==> config.mk <==
export PLATFORM = sky130hd
export DESIGN_NAME = label_value_text_to_json_top
export DESIGN_NICKNAME = d
export VERILOG_FILES = /design/src/hdl/lvj_pkg.sv /design/src/hdl/label_value_text_to_json_top.sv /design/src/hdl/lvj_out_reg.sv
export SDC_FILE = /design/constraint.sdc
export NUM_CORES = 1
export LEC_CHECK = 0
export BUFFER_PORTS_ARGS = -buffer_cell sky130_fd_sc_hd__buf_4
export CORE_UTILIZATION = 40
export DETAILED_ROUTE_END_ITERATION = 8
export GPL_TIMING_DRIVEN = 0
export PLACE_DENSITY = 0.59
export SYNTH_ARGS = -nofsm -noshare
export SYNTH_HDL_FRONTEND = slang
export SYNTH_SLANG_ARGS = --single-unit
==> constraint.sdc <==
create_clock -name clk_i -period 3.1 [get_ports clk_i]
set_input_delay 0 -clock clk_i [delete_from_list [all_inputs] [get_ports clk_i]]
set_output_delay 0 -clock clk_i [all_outputs]
set_load 0.02 [all_outputs]
==> src/hdl/lvj_pkg.sv <==
// Shared types and character codes for the label/value text to JSON converter.
package lvj_pkg;

  typedef struct packed {
    logic [7:0] in_byte;
    logic       end_of_message;
  } in_beat_t;

  typedef struct packed {
    logic [7:0] out_byte;
    logic       last;
    logic       truncated;
  } out_beat_t;

  typedef enum logic [3:0] {
    ST_IDLE,
    ST_CHECK,
    ST_LEAD,
    ST_QUOTE_OPEN,
    ST_LABEL,
    ST_QUOTE_CLOSE,
    ST_COLON,
    ST_VALUE,
    ST_CLOSE
  } lvj_state_e;

  localparam logic [7:0] CH_SPACE = 8'h20;
  localparam logic [7:0] CH_TAB   = 8'h09;
  localparam logic [7:0] CH_COMMA = 8'h2C;
  localparam logic [7:0] CH_COLON = 8'h3A;
  localparam logic [7:0] CH_OPEN  = 8'h7B;
  localparam logic [7:0] CH_CLOSE = 8'h7D;
  localparam logic [7:0] CH_QUOTE = 8'h22;

endpackage

==> src/hdl/label_value_text_to_json_top.sv <==
// Top level of the label/value text to JSON converter.
//
//   channel | direction | handshake              | payload
//   --------+-----------+------------------------+---------------------------
//   in      | input     | in_valid_i / in_stall_o   | in_data_i  (in_beat_t)
//   out     | output    | out_valid_o / out_stall_i | out_data_o (out_beat_t)
//
// An input beat that closes no kept part is accepted in ST_IDLE, storing a
// non-separator byte while there is room, and judged in ST_CHECK. A kept part
// then streams 3 + part length bytes at one per cycle, label and value bytes
// prefetched from the single-read-port part memory into registered read data;
// the closing brace adds one more. Reset clears the sequencer and part counters
// at once; the part memory needs no clearing. A stalled output holds the
// sequencer in place, and no input beat is taken until the sequencer is idle.
module label_value_text_to_json_top
  import lvj_pkg::*;
#(
  parameter int PART_BYTES = 32
) (
  input  logic      clk_i,
  input  logic      rst_ni,
  input  logic      in_valid_i,
  output logic      in_stall_o,
  input  in_beat_t  in_data_i,
  output logic      out_valid_o,
  input  logic      out_stall_i,
  output out_beat_t out_data_o
);

  localparam int LW = $clog2(PART_BYTES + 1);
  localparam int AW = $clog2(PART_BYTES);

  // Sequencer state.
  lvj_state_e state_q, state_d;

  // Part bookkeeping.
  logic [LW-1:0] len_q;
  logic [LW-1:0] colon_pos_q;
  logic          colon_seen_q;
  logic          ovf_q;
  logic          any_emitted_q;
  logic          eom_q;
  logic          finish_q;

  // Read index into the part memory.
  logic [LW-1:0] idx_q, idx_d;
  logic [LW-1:0] idx_inc;

  // Part memory with registered read data.
  logic [7:0]    part_mem [PART_BYTES];
  logic [7:0]    rd_data_q;
  logic [AW-1:0] rd_addr;
  logic          rd_en;
  logic [AW-1:0] wr_addr;
  logic          wr_en;

  // Handshake toward the output stage.
  logic      emit_valid;
  logic      emit_ready;
  out_beat_t emit_data;

  logic accept;
  logic is_sep;
  logic room;
  logic keep;
  logic part_clear;
  logic part_done;
  logic close_done;

  assign in_stall_o = (state_q != ST_IDLE);
  assign accept     = in_valid_i && (state_q == ST_IDLE);

  assign is_sep = (in_data_i.in_byte == CH_SPACE) || (in_data_i.in_byte == CH_TAB) ||
                  (in_data_i.in_byte == CH_COMMA);
  assign room   = (len_q < LW'(PART_BYTES));

  // A part is kept with a non-empty label before the first colon and a
  // non-empty value after it.
  assign keep = colon_seen_q && (colon_pos_q != '0) &&
                ({1'b0, len_q} > ({1'b0, colon_pos_q} + (LW + 1)'(1)));

  assign idx_inc = idx_q + LW'(1);

  assign wr_en   = accept && !is_sep && room;
  assign wr_addr = len_q[AW-1:0];

  // Next state.
  always_comb begin
    state_d = state_q;
    case (state_q)
      ST_IDLE: begin
        if (in_valid_i) begin
          state_d = ST_CHECK;
        end
      end
      ST_CHECK: begin
        if (finish_q && keep) begin
          state_d = ST_LEAD;
        end else if (eom_q && any_emitted_q) begin
          state_d = ST_CLOSE;
        end else begin
          state_d = ST_IDLE;
        end
      end
      ST_LEAD: begin
        if (emit_ready) begin
          state_d = ST_QUOTE_OPEN;
        end
      end
      ST_QUOTE_OPEN: begin
        if (emit_ready) begin
          state_d = ST_LABEL;
        end
      end
      ST_LABEL: begin
        if (emit_ready && (idx_inc == colon_pos_q)) begin
          state_d = ST_QUOTE_CLOSE;
        end
      end
      ST_QUOTE_CLOSE: begin
        if (emit_ready) begin
          state_d = ST_COLON;
        end
      end
      ST_COLON: begin
        if (emit_ready) begin
          state_d = ST_VALUE;
        end
      end
      ST_VALUE: begin
        if (emit_ready && (idx_inc == len_q)) begin
          state_d = eom_q ? ST_CLOSE : ST_IDLE;
        end
      end
      ST_CLOSE: begin
        if (emit_ready) begin
          state_d = ST_IDLE;
        end
      end
      default: begin
        state_d = ST_IDLE;
      end
    endcase
  end

  // Outputs of the sequencer: emitted beat, read index, part updates.
  always_comb begin
    emit_valid           = 1'b0;
    emit_data.out_byte   = CH_QUOTE;
    emit_data.last       = 1'b0;
    emit_data.truncated  = ovf_q;
    idx_d                = idx_q;
    part_clear           = 1'b0;
    part_done            = 1'b0;
    close_done           = 1'b0;
    case (state_q)
      ST_CHECK: begin
        idx_d = '0;
        if (finish_q && !keep) begin
          part_clear = 1'b1;
        end
      end
      ST_LEAD: begin
        emit_valid         = 1'b1;
        emit_data.out_byte = any_emitted_q ? CH_COMMA : CH_OPEN;
      end
      ST_QUOTE_OPEN: begin
        emit_valid = 1'b1;
      end
      ST_LABEL: begin
        emit_valid         = 1'b1;
        emit_data.out_byte = rd_data_q;
        if (emit_ready) begin
          idx_d = idx_inc;
        end
      end
      ST_QUOTE_CLOSE: begin
        emit_valid = 1'b1;
        // Skip the colon itself; the value starts right after it.
        if (emit_ready) begin
          idx_d = idx_inc;
        end
      end
      ST_COLON: begin
        emit_valid         = 1'b1;
        emit_data.out_byte = CH_COLON;
      end
      ST_VALUE: begin
        emit_valid         = 1'b1;
        emit_data.out_byte = rd_data_q;
        if (emit_ready) begin
          idx_d = idx_inc;
          if (idx_inc == len_q) begin
            part_clear = 1'b1;
            part_done  = 1'b1;
          end
        end
      end
      ST_CLOSE: begin
        emit_valid          = 1'b1;
        emit_data.out_byte  = CH_CLOSE;
        emit_data.last      = 1'b1;
        emit_data.truncated = 1'b0;
        close_done          = emit_ready;
      end
      default: begin
        emit_valid = 1'b0;
      end
    endcase
  end

  // Prefetch the entry that the next cycle will show.
  assign rd_en   = (idx_d < LW'(PART_BYTES));
  assign rd_addr = idx_d[AW-1:0];

  always_ff @(posedge clk_i) begin
    if (wr_en) begin
      part_mem[wr_addr] <= in_data_i.in_byte;
    end
    if (rd_en) begin
      rd_data_q <= part_mem[rd_addr];
    end
  end

  always_ff @(posedge clk_i or negedge rst_ni) begin
    if (!rst_ni) begin
      state_q       <= ST_IDLE;
      len_q         <= '0;
      colon_pos_q   <= '0;
      colon_seen_q  <= 1'b0;
      ovf_q         <= 1'b0;
      any_emitted_q <= 1'b0;
      eom_q         <= 1'b0;
      finish_q      <= 1'b0;
      idx_q         <= '0;
    end else begin
      state_q <= state_d;
      idx_q   <= idx_d;
      if (accept) begin
        eom_q    <= in_data_i.end_of_message;
        finish_q <= is_sep || in_data_i.end_of_message;
        if (!is_sep) begin
          // Store while there is room, otherwise drop and flag the part.
          if (room) begin
            len_q <= len_q + LW'(1);
            if ((in_data_i.in_byte == CH_COLON) && !colon_seen_q) begin
              colon_seen_q <= 1'b1;
              colon_pos_q  <= len_q;
            end
          end else begin
            ovf_q <= 1'b1;
          end
        end
      end
      if (part_clear) begin
        len_q        <= '0;
        colon_pos_q  <= '0;
        colon_seen_q <= 1'b0;
        ovf_q        <= 1'b0;
      end
      if (part_done) begin
        any_emitted_q <= 1'b1;
      end
      if (close_done) begin
        any_emitted_q <= 1'b0;
      end
    end
  end

  lvj_out_reg u_out_reg (
    .clk_i        (clk_i),
    .rst_ni       (rst_ni),
    .emit_valid_i (emit_valid),
    .emit_data_i  (emit_data),
    .emit_ready_o (emit_ready),
    .out_valid_o  (out_valid_o),
    .out_stall_i  (out_stall_i),
    .out_data_o   (out_data_o)
  );

`ifndef NO_ASSERTIONS
  // The part never holds more bytes than the memory has entries.
  a_len_bound: assert property (@(posedge clk_i) disable iff (!rst_ni)
    len_q <= LW'(PART_BYTES))
    else $error("part length exceeds part memory depth");

  // A held colon always lies inside the held bytes.
  a_colon_inside: assert property (@(posedge clk_i) disable iff (!rst_ni)
    colon_seen_q |-> (colon_pos_q < len_q))
    else $error("colon position outside the held part");

  // An accepted beat is always followed by the judging cycle.
  a_accept_check: assert property (@(posedge clk_i) disable iff (!rst_ni)
    (in_valid_i && !in_stall_o) |=> (state_q == ST_CHECK))
    else $error("accepted beat not followed by part check");

  // A closing brace is only sent for a message that emitted a part.
  a_close_needs_part: assert property (@(posedge clk_i) disable iff (!rst_ni)
    (state_q == ST_CLOSE) |-> any_emitted_q)
    else $error("closing brace without an emitted part");
`endif

endmodule

==> src/hdl/lvj_out_reg.sv <==
// Output register stage that holds one JSON beat toward the downstream side.
module lvj_out_reg
  import lvj_pkg::*;
(
  input  logic      clk_i,
  input  logic      rst_ni,
  input  logic      emit_valid_i,
  input  out_beat_t emit_data_i,
  output logic      emit_ready_o,
  output logic      out_valid_o,
  input  logic      out_stall_i,
  output out_beat_t out_data_o
);

  logic      valid_q, valid_d;
  out_beat_t data_q;

  // Load when empty or when the held beat leaves this cycle.
  assign emit_ready_o = !valid_q || !out_stall_i;

  always_comb begin
    valid_d = valid_q;
    if (emit_ready_o) begin
      valid_d = emit_valid_i;
    end
  end

  always_ff @(posedge clk_i or negedge rst_ni) begin
    if (!rst_ni) begin
      valid_q <= 1'b0;
    end else begin
      valid_q <= valid_d;
    end
  end

  always_ff @(posedge clk_i) begin
    if (emit_ready_o && emit_valid_i) begin
      data_q <= emit_data_i;
    end
  end

  assign out_valid_o = valid_q;
  assign out_data_o  = data_q;

endmodule
; Word-level counts from Yosys, hierarchy flattened
; Memories as Yosys holds them, arrays and structs flattened. A register that Yosys moved wholly into a read port is not among the register bits.
; Cells that the tools add are included.
[totals]
elab_cells = 125
ramBits = 256
in_bits = 13
output_inout_bits = 12
memories = 1
regBits = 38
[classes]
n_lt_le_gt_ge = 3
n_mux = 46
n_reduce_logical = 35
add_sub_neg = 3
eq_ne = 24
[mem_list]
columns = memory, words, width, rd, rd_ports_with_merged_regs, wr, line_no
row1 = part_mem, 32, 8, 1, 1, 1, label_value_text_to_json_top.sv:50  ; logic [7:0] part_mem [PART_BYTES];
[ops]
columns = cell, n
row1 = $mux 6, 10
row2 = $mux 4, 11
row3 = $pmux 4 s9, 1
row4 = $pmux 8 s4, 1
row5 = $eq 8x6->1 const B, 3
row6 = $mux 1, 19
row7 = $eq 4x3->1 const B, 4
row8 = $ne 2x2->1 const B, 8
row9 = $add 6x1->6 const B, 2
row10 = $eq 6x6->1, 2
row11 = $logic_and 1x1->1, 12
row12 = $lt 6x6->1 const B, 2
row13 = $pmux 6 s2, 1
row14 = $eq 4x2->1 const B, 2
row15 = $eq 8x4->1 const B, 1
row16 = $reduce_and 8->1, 1
row17 = $reduce_bool 2->1, 4
row18 = $add 6x1->7 const B, 1
row19 = $gt 6x7->1, 1
row20 = $mux 7, 1
row21 = $reduce_or 7->1, 1
row22 = $reduce_and 3->1, 2
row23 = $reduce_bool 6->1, 1
row24 = $logic_not 1->1, 5
row25 = other kinds (11), 15

; Logic depth before layout (Yosys ltp)
[depth]
depth_word = 9
mapped_depth = 13
ltp_nobuf = 11

; Cells and area by module
; From an unflattened synthesis, not the netlist that was laid out.
[unflattened]
hier_cells = 956
hier_area_um2 = 13170.1
[by_module_without_submodules]
columns = module, area_per_inst_um2, seq_area_each_um2, cells_each, instances
row1 = label_value_text_to_json_top, 12822.3, 8603.3, 942, 1
row2 = lvj_out_reg, 347.8, 325.3, 14, 1

; Least setup slack after synthesis
; No wires, ideal clock.
[synth_path]
kind = register to register
start = register colon_pos_q[2]
end = register colon_pos_q[0]
arrival_ns = 2.728
n_path_buf = 1
required_time_ns = 2.979
period_less_slack_ns = 2.849
setup_slack_ns = 0.251
path_stages_with_launch = 13
setup_time_ns = 0.121
path_cell_list = dfrtp_1 > clkbuf_1 > and3_1 > nand3_1 > xor2_1 > ha_1 > nand3_1 > o21ai_0 > a311o_1 > a21oi_1 > o31ai_1 > nor2_1 > a22o_1
[synth_between]
elab_chain_cells = 9
[synth_rtl]
columns = element, line_no
row1 = from (decl), label_value_text_to_json_top.sv:38  ; logic [LW-1:0] colon_pos_q;
row2 = from (signal assigned), label_value_text_to_json_top.sv:248  ; colon_pos_q <= len_q;
row3 = $add 6x1->7 or $reduce_bool 6->1 (tied branches), "label_value_text_to_json_top.sv:80, label_value_text_to_json_top.sv:79"
row4 = $gt 6x7->1 or $logic_and 1x1->1 (tied branches), "label_value_text_to_json_top.sv:80, label_value_text_to_json_top.sv:79"
row5 = $logic_and 1x1->1 *, label_value_text_to_json_top.sv:79  ; assign keep = colon_seen_q && (colon_pos_q != '0) &&
row6 = $logic_not 1->1 *, label_value_text_to_json_top.sv:159  ; if (finish_q && !keep) begin
row7 = $logic_and 1x1->1 *, label_value_text_to_json_top.sv:159
row8 = $mux 1 *, label_value_text_to_json_top.sv:159
row9 = $pmux 1 s2 *, label_value_text_to_json_top.sv:156  ; case (state_q)
row10 = $ne 2x1->1 (no line) or $reduce_bool 2->1 (tied branches), --
row11 = $reduce_and 4->1 (no line), --
; Every way passes the cells marked *; elsewhere a longest branch is shown, timed or not.
; A chain may end at the register's enable or synchronous reset.

; Worst setup path after layout
[layout_path]
start = register state_q[1]
end = register rd_data_q[5] (read register of part_mem) (data pin)
[layout_between]
elab_chain_cells = 4
[layout_rtl]
columns = element, line_no
row1 = from (decl), label_value_text_to_json_top.sv:34  ; lvj_state_e state_q, state_d;
row2 = from (signal assigned), label_value_text_to_json_top.sv:237  ; state_q <= state_d;
row3 = $eq 4x3->1, label_value_text_to_json_top.sv:156
row4 = $reduce_or 3->1 (no line), --
row5 = $pmux 6 s2 *, label_value_text_to_json_top.sv:156
row6 = net idx_d[0], label_value_text_to_json_top.sv:46  ; logic [LW-1:0] idx_q, idx_d;
row7 = $lt 6x6->1, label_value_text_to_json_top.sv:213  ; assign rd_en = (idx_d < LW'(PART_BYTES));
row8 = to (decl), label_value_text_to_json_top.sv:51  ; logic [7:0] rd_data_q;
; Mark *: on every way through the listed nets, which the timed path passes. The rest lies on a longest branch.

==> results_tabular.tex <==
\begin{tabular}{lr}
\hline
Metric & Value \\
\hline
\multicolumn{2}{l}{\textbf{Outcome}} \\
Outcome & finished with violations \\
Violations in the final reports & setup timing \\
\multicolumn{2}{l}{\textbf{Worst setup path}} \\
Worst Path Max Fanout & 10 \\
R2r worst-path depth & 12 \\
Data arrival at the endpoint of the critical path & 3.37 ns \\
Startpoint Class & flip-flop \\
Crit path required time & 3.35 ns \\
Setup Crit Path Kind & flip-flop to flip-flop \\
Worst setup EP type & flip-flop \\
\multicolumn{2}{l}{\textbf{Worst hold path}} \\
Hold-critical path depth & 4 \\
Type of the worst min-delay path & input pin to flip-flop \\
\multicolumn{2}{l}{\textbf{GRT}} \\
Vias in the first global route & 8,207 \\
Largest net degree at the start of global routing & 35 \\
GRT met1 Usage & 0.259 \\
Number of antenna violations at the first check in global routing & 0 \\
Peak-usage layer in the global routing report & met2 \\
Met3 Usage GRT & 0.0224 \\
Overall fraction of global-route tracks in use & 0.196 \\
Global-route track usage on met2 & 0.334 \\
Final global-route overflow total & 0 \\
Global-route wire length before repair & 49.0 mm \\
\multicolumn{2}{l}{\textbf{Detailed routing}} \\
Final ANT Viol Nets & 0 \\
Wire length reported by the detailed router & 32.5 mm \\
Remaining routing DRC violations & 0 \\
Per-cell via count in the routed design & 5.49 \\
Routed len/inst & 21.0 µm \\
Number of DRC violations after detailed-routing iteration 0 & 750 \\
Number of iterations in the first detailed-routing pass & 5 \\
Vias after detailed routing & 8,471 \\
\multicolumn{2}{l}{\textbf{Logic synthesis}} \\
Mapped Nets & 1,026 \\
Synth Cell Area & 0.0131 mm² \\
Sequential element share of the synthesized area & 0.684 \\
Ys async rst share & 0.0927 \\
Post-synth top flop & edfxtp\_1 \\
Yosys warnings & 0 \\
Syn Area/Cell & 13.1 µm² \\
Cell count after synthesis & 1,000 \\
Unique masters post-synth & 64 \\
Register bit count reported by yosys & 302 \\
Number of flops mapped to enable cells by yosys & 274 \\
\multicolumn{2}{l}{\textbf{Power and ir drop}} \\
Leakage dissipation & 5.40 nW \\
Total power draw & 0.0159 W \\
Maximum VDD drop & 0.000491 V \\
Power density normalized to cell area & 1010 mW/mm² \\
\multicolumn{2}{l}{\textbf{Floorplan}} \\
Starting density of the core & 0.410 \\
Full die area & 0.0334 mm² \\
Row count & 65 \\
Die Height & 183 µm \\
Number of top-level design ports & 25 \\
Placeable core region & 0.0319 mm² \\
Die Span X & 183 µm \\
\multicolumn{2}{l}{\textbf{Timing}} \\
Final period utilization & 1.01 \\
Final count of hold timing violations & 0 \\
Largest clock skew in the final design & 0.0182 ns \\
Max-slew headroom at the worst pin & 0.519 \\
Unrepaired setup endpoints after global routing & yes \\
Number of pins exceeding their max-slew limit in the final report & 0 \\
Shortest period the worst path allows & 3.12 ns \\
Max Freq & 321 MHz \\
Actual transition at the worst max-transition pin & 0.715 ns \\
Min setup slack post-route & -0.0188 ns \\
Final setup viols & 3 \\
\multicolumn{2}{l}{\textbf{Clocking}} \\
\# H-tree levels & 2 \\
Clock buffer depth & 3 \\
Clock-pin slew on the worst setup and hold paths & 0.06 ns \\
\# clock sinks & 302 \\
TritonCTS clock tree & done \\
Clock network latency to the later pin of the worst-skew pair & 0.53 ns \\
Clock tree root buffer cell & clkbuf\_16 \\
Num CTS Buffers & 35 \\
\multicolumn{2}{l}{\textbf{Placed design}} \\
Cell area reported after detailed placement & 0.0138 mm² \\
IO Port Bufs & 24 \\
Final estimated routing congestion in global placement & 0.925 \\
Total half-perimeter wirelength after legalization and detailed placement & 21.2 mm \\
\multicolumn{2}{l}{\textbf{Cells and area}} \\
Commonest non-fill, non-tap cells in the layout & edfxtp\_1 (274), nand2\_1 (176), nand3\_1 (69) \\
Final std cell area, no fill & 0.0157 mm² \\
Number of antenna repair diodes & 0 \\
Net total in the final layout & 1,108 \\
Fraction of layout cells with a size suffix above 1 & 0.189 \\
Layout overhead on the synthesized area & 20.6\% \\
Most common library cell in the layout ignoring fill and taps & edfxtp\_1 \\
\multicolumn{2}{l}{\textbf{Run}} \\
Max capacitance violation total & 0 \\
\hline
\end{tabular}
-- power by group --
group          switching, W  internal (W)  total (W)
combinational       0.00418       0.00264    0.00681
sequential         0.000150       0.00478    0.00493
clock               0.00163       0.00255    0.00418
total               0.00596       0.00996     0.0159
-- what timing repair did --
item	CTS	global route
endpoints found under the hold margin	290	0
endpoints found under the setup margin	278	241
pin swaps	10	11
resized for setup	90	61
buffers inserted	6	4
hold buffers	14	0
-- final timing paths --
| path | from | endpoint | slack, ns |
|---|---|---|---|
| worst max-delay path | state_q[1] | rd_data_q[5] | -0.02 |
| worst min-delay path | in_data_i[0] | finish_q | 0.31 |
| worst max register to register | state_q[1] | rd_data_q[5] | -0.02 |
| worst min register to register | rd_data_q[5] | u_out_reg.out_data_o[7] | 0.50 |
| max in group asynchronous | rst_ni | idx_q[2] | 2.42 |
| min in group asynchronous | rst_ni | idx_q[1] | 0.51 |
-- through the flow --
stage	utilization	worst slack [ns]	setup TNS, ns	hold WS [ns]	std cells
CTS	0.485	-0.000677	-0.000677	0.301	1541
finish	0.494	-0.0188	-0.0478	0.313	1544
global route	0.494	-0.135	-11.52	0.350	1544
global placement	0.432	-0.553	-42.70	-0.0472	1459
floorplan	-	0.251	0	-0.296	1000
detailed placement	0.432	-0.549	-56.77	-0.0414	1459
-- synthesized netlist by cell type (4+ instances only) --
cell type  count  area (µm²)
a22oi_1        4        30.0
ha_1          13         163
a32oi_1       11        96.3
and2_1         4        25.0
o311a_1        9        90.1
a21boi_0      14         105
nor2_1        57         214
nand4_1       21         131
o22a_1         7        61.3
nor3_1         7        35.0
dfrtp_1       28         701
nor4_1         5        31.3
a31oi_1       24         150
a311o_1        9        90.1
xor2_1         7        61.3
buf_6          4        45.0
nand3_1       70         350
clkbuf_1      29         109
mux2i_1       15         150
a22o_1         5        43.8
nand2b_1       8        50.1
and3_1        18         113
buf_2         16        80.1
a21oi_1        9        45.0
buf_1          8        30.0
xnor2_1       16         140
a31o_2         4        35.0
inv_1         20        75.1
o21ai_0       15        75.1
a32o_1        22         220
nand2_1      180         676
a211o_1       14         123
edfxtp_1     274        8230
-- cell families after synthesis --
| family | synth area share |
|---|---|
| simple gates | 0.136 |
| flops | 0.684 |
| compound gates | 0.105 |
| buf+inv | 0.0283 |
| xor+xnor | 0.0206 |
| mux | 0.0135 |
| fa+ha+maj | 0.0140 |
-- layout make-up --
cell class	instances	area [µm²]
fill	2821	16100
sequential	302	8930
multi-input combinational	615	4200
clock buffer	44	920
tap	435	544
timing repair buffer	48	430
buffer	56	372
clock inverter	20	262
inverter	24	95.1
-- sequential cells by signal (all words and copies together), names as in the netlist, 4 cells and up --
signal and flops:
colon_pos_q 6, part_mem 256, state_q 4, len_q 6, idx_q 6, rd_data_q 8, u_out_reg.out_data_o 10
-- critical path, cell delays in order (launching register included) --
cell	delay, ns
dfrtp_1	0.38
buf_6	0.14
or4b_1	0.53
buf_6	0.17
o311a_1	0.13
buf_6	0.15
nor2_4	0.19
inv_2	0.09
clkbuf_8	0.17
a211o_1	0.25
a32oi_2	0.32
o311a_1	0.27
a31oi_4	0.05
-- metal layers --
layer | vias to the layer above | routed length, µm
met3 | 67 | 1560
met5 | - | 0
met2 | 269 | 15800
met1 | 4169 | 14100
li1 | 3966 | -
met4 | 0 | 1090
Note: power is estimated with default switching activity, not from simulation.
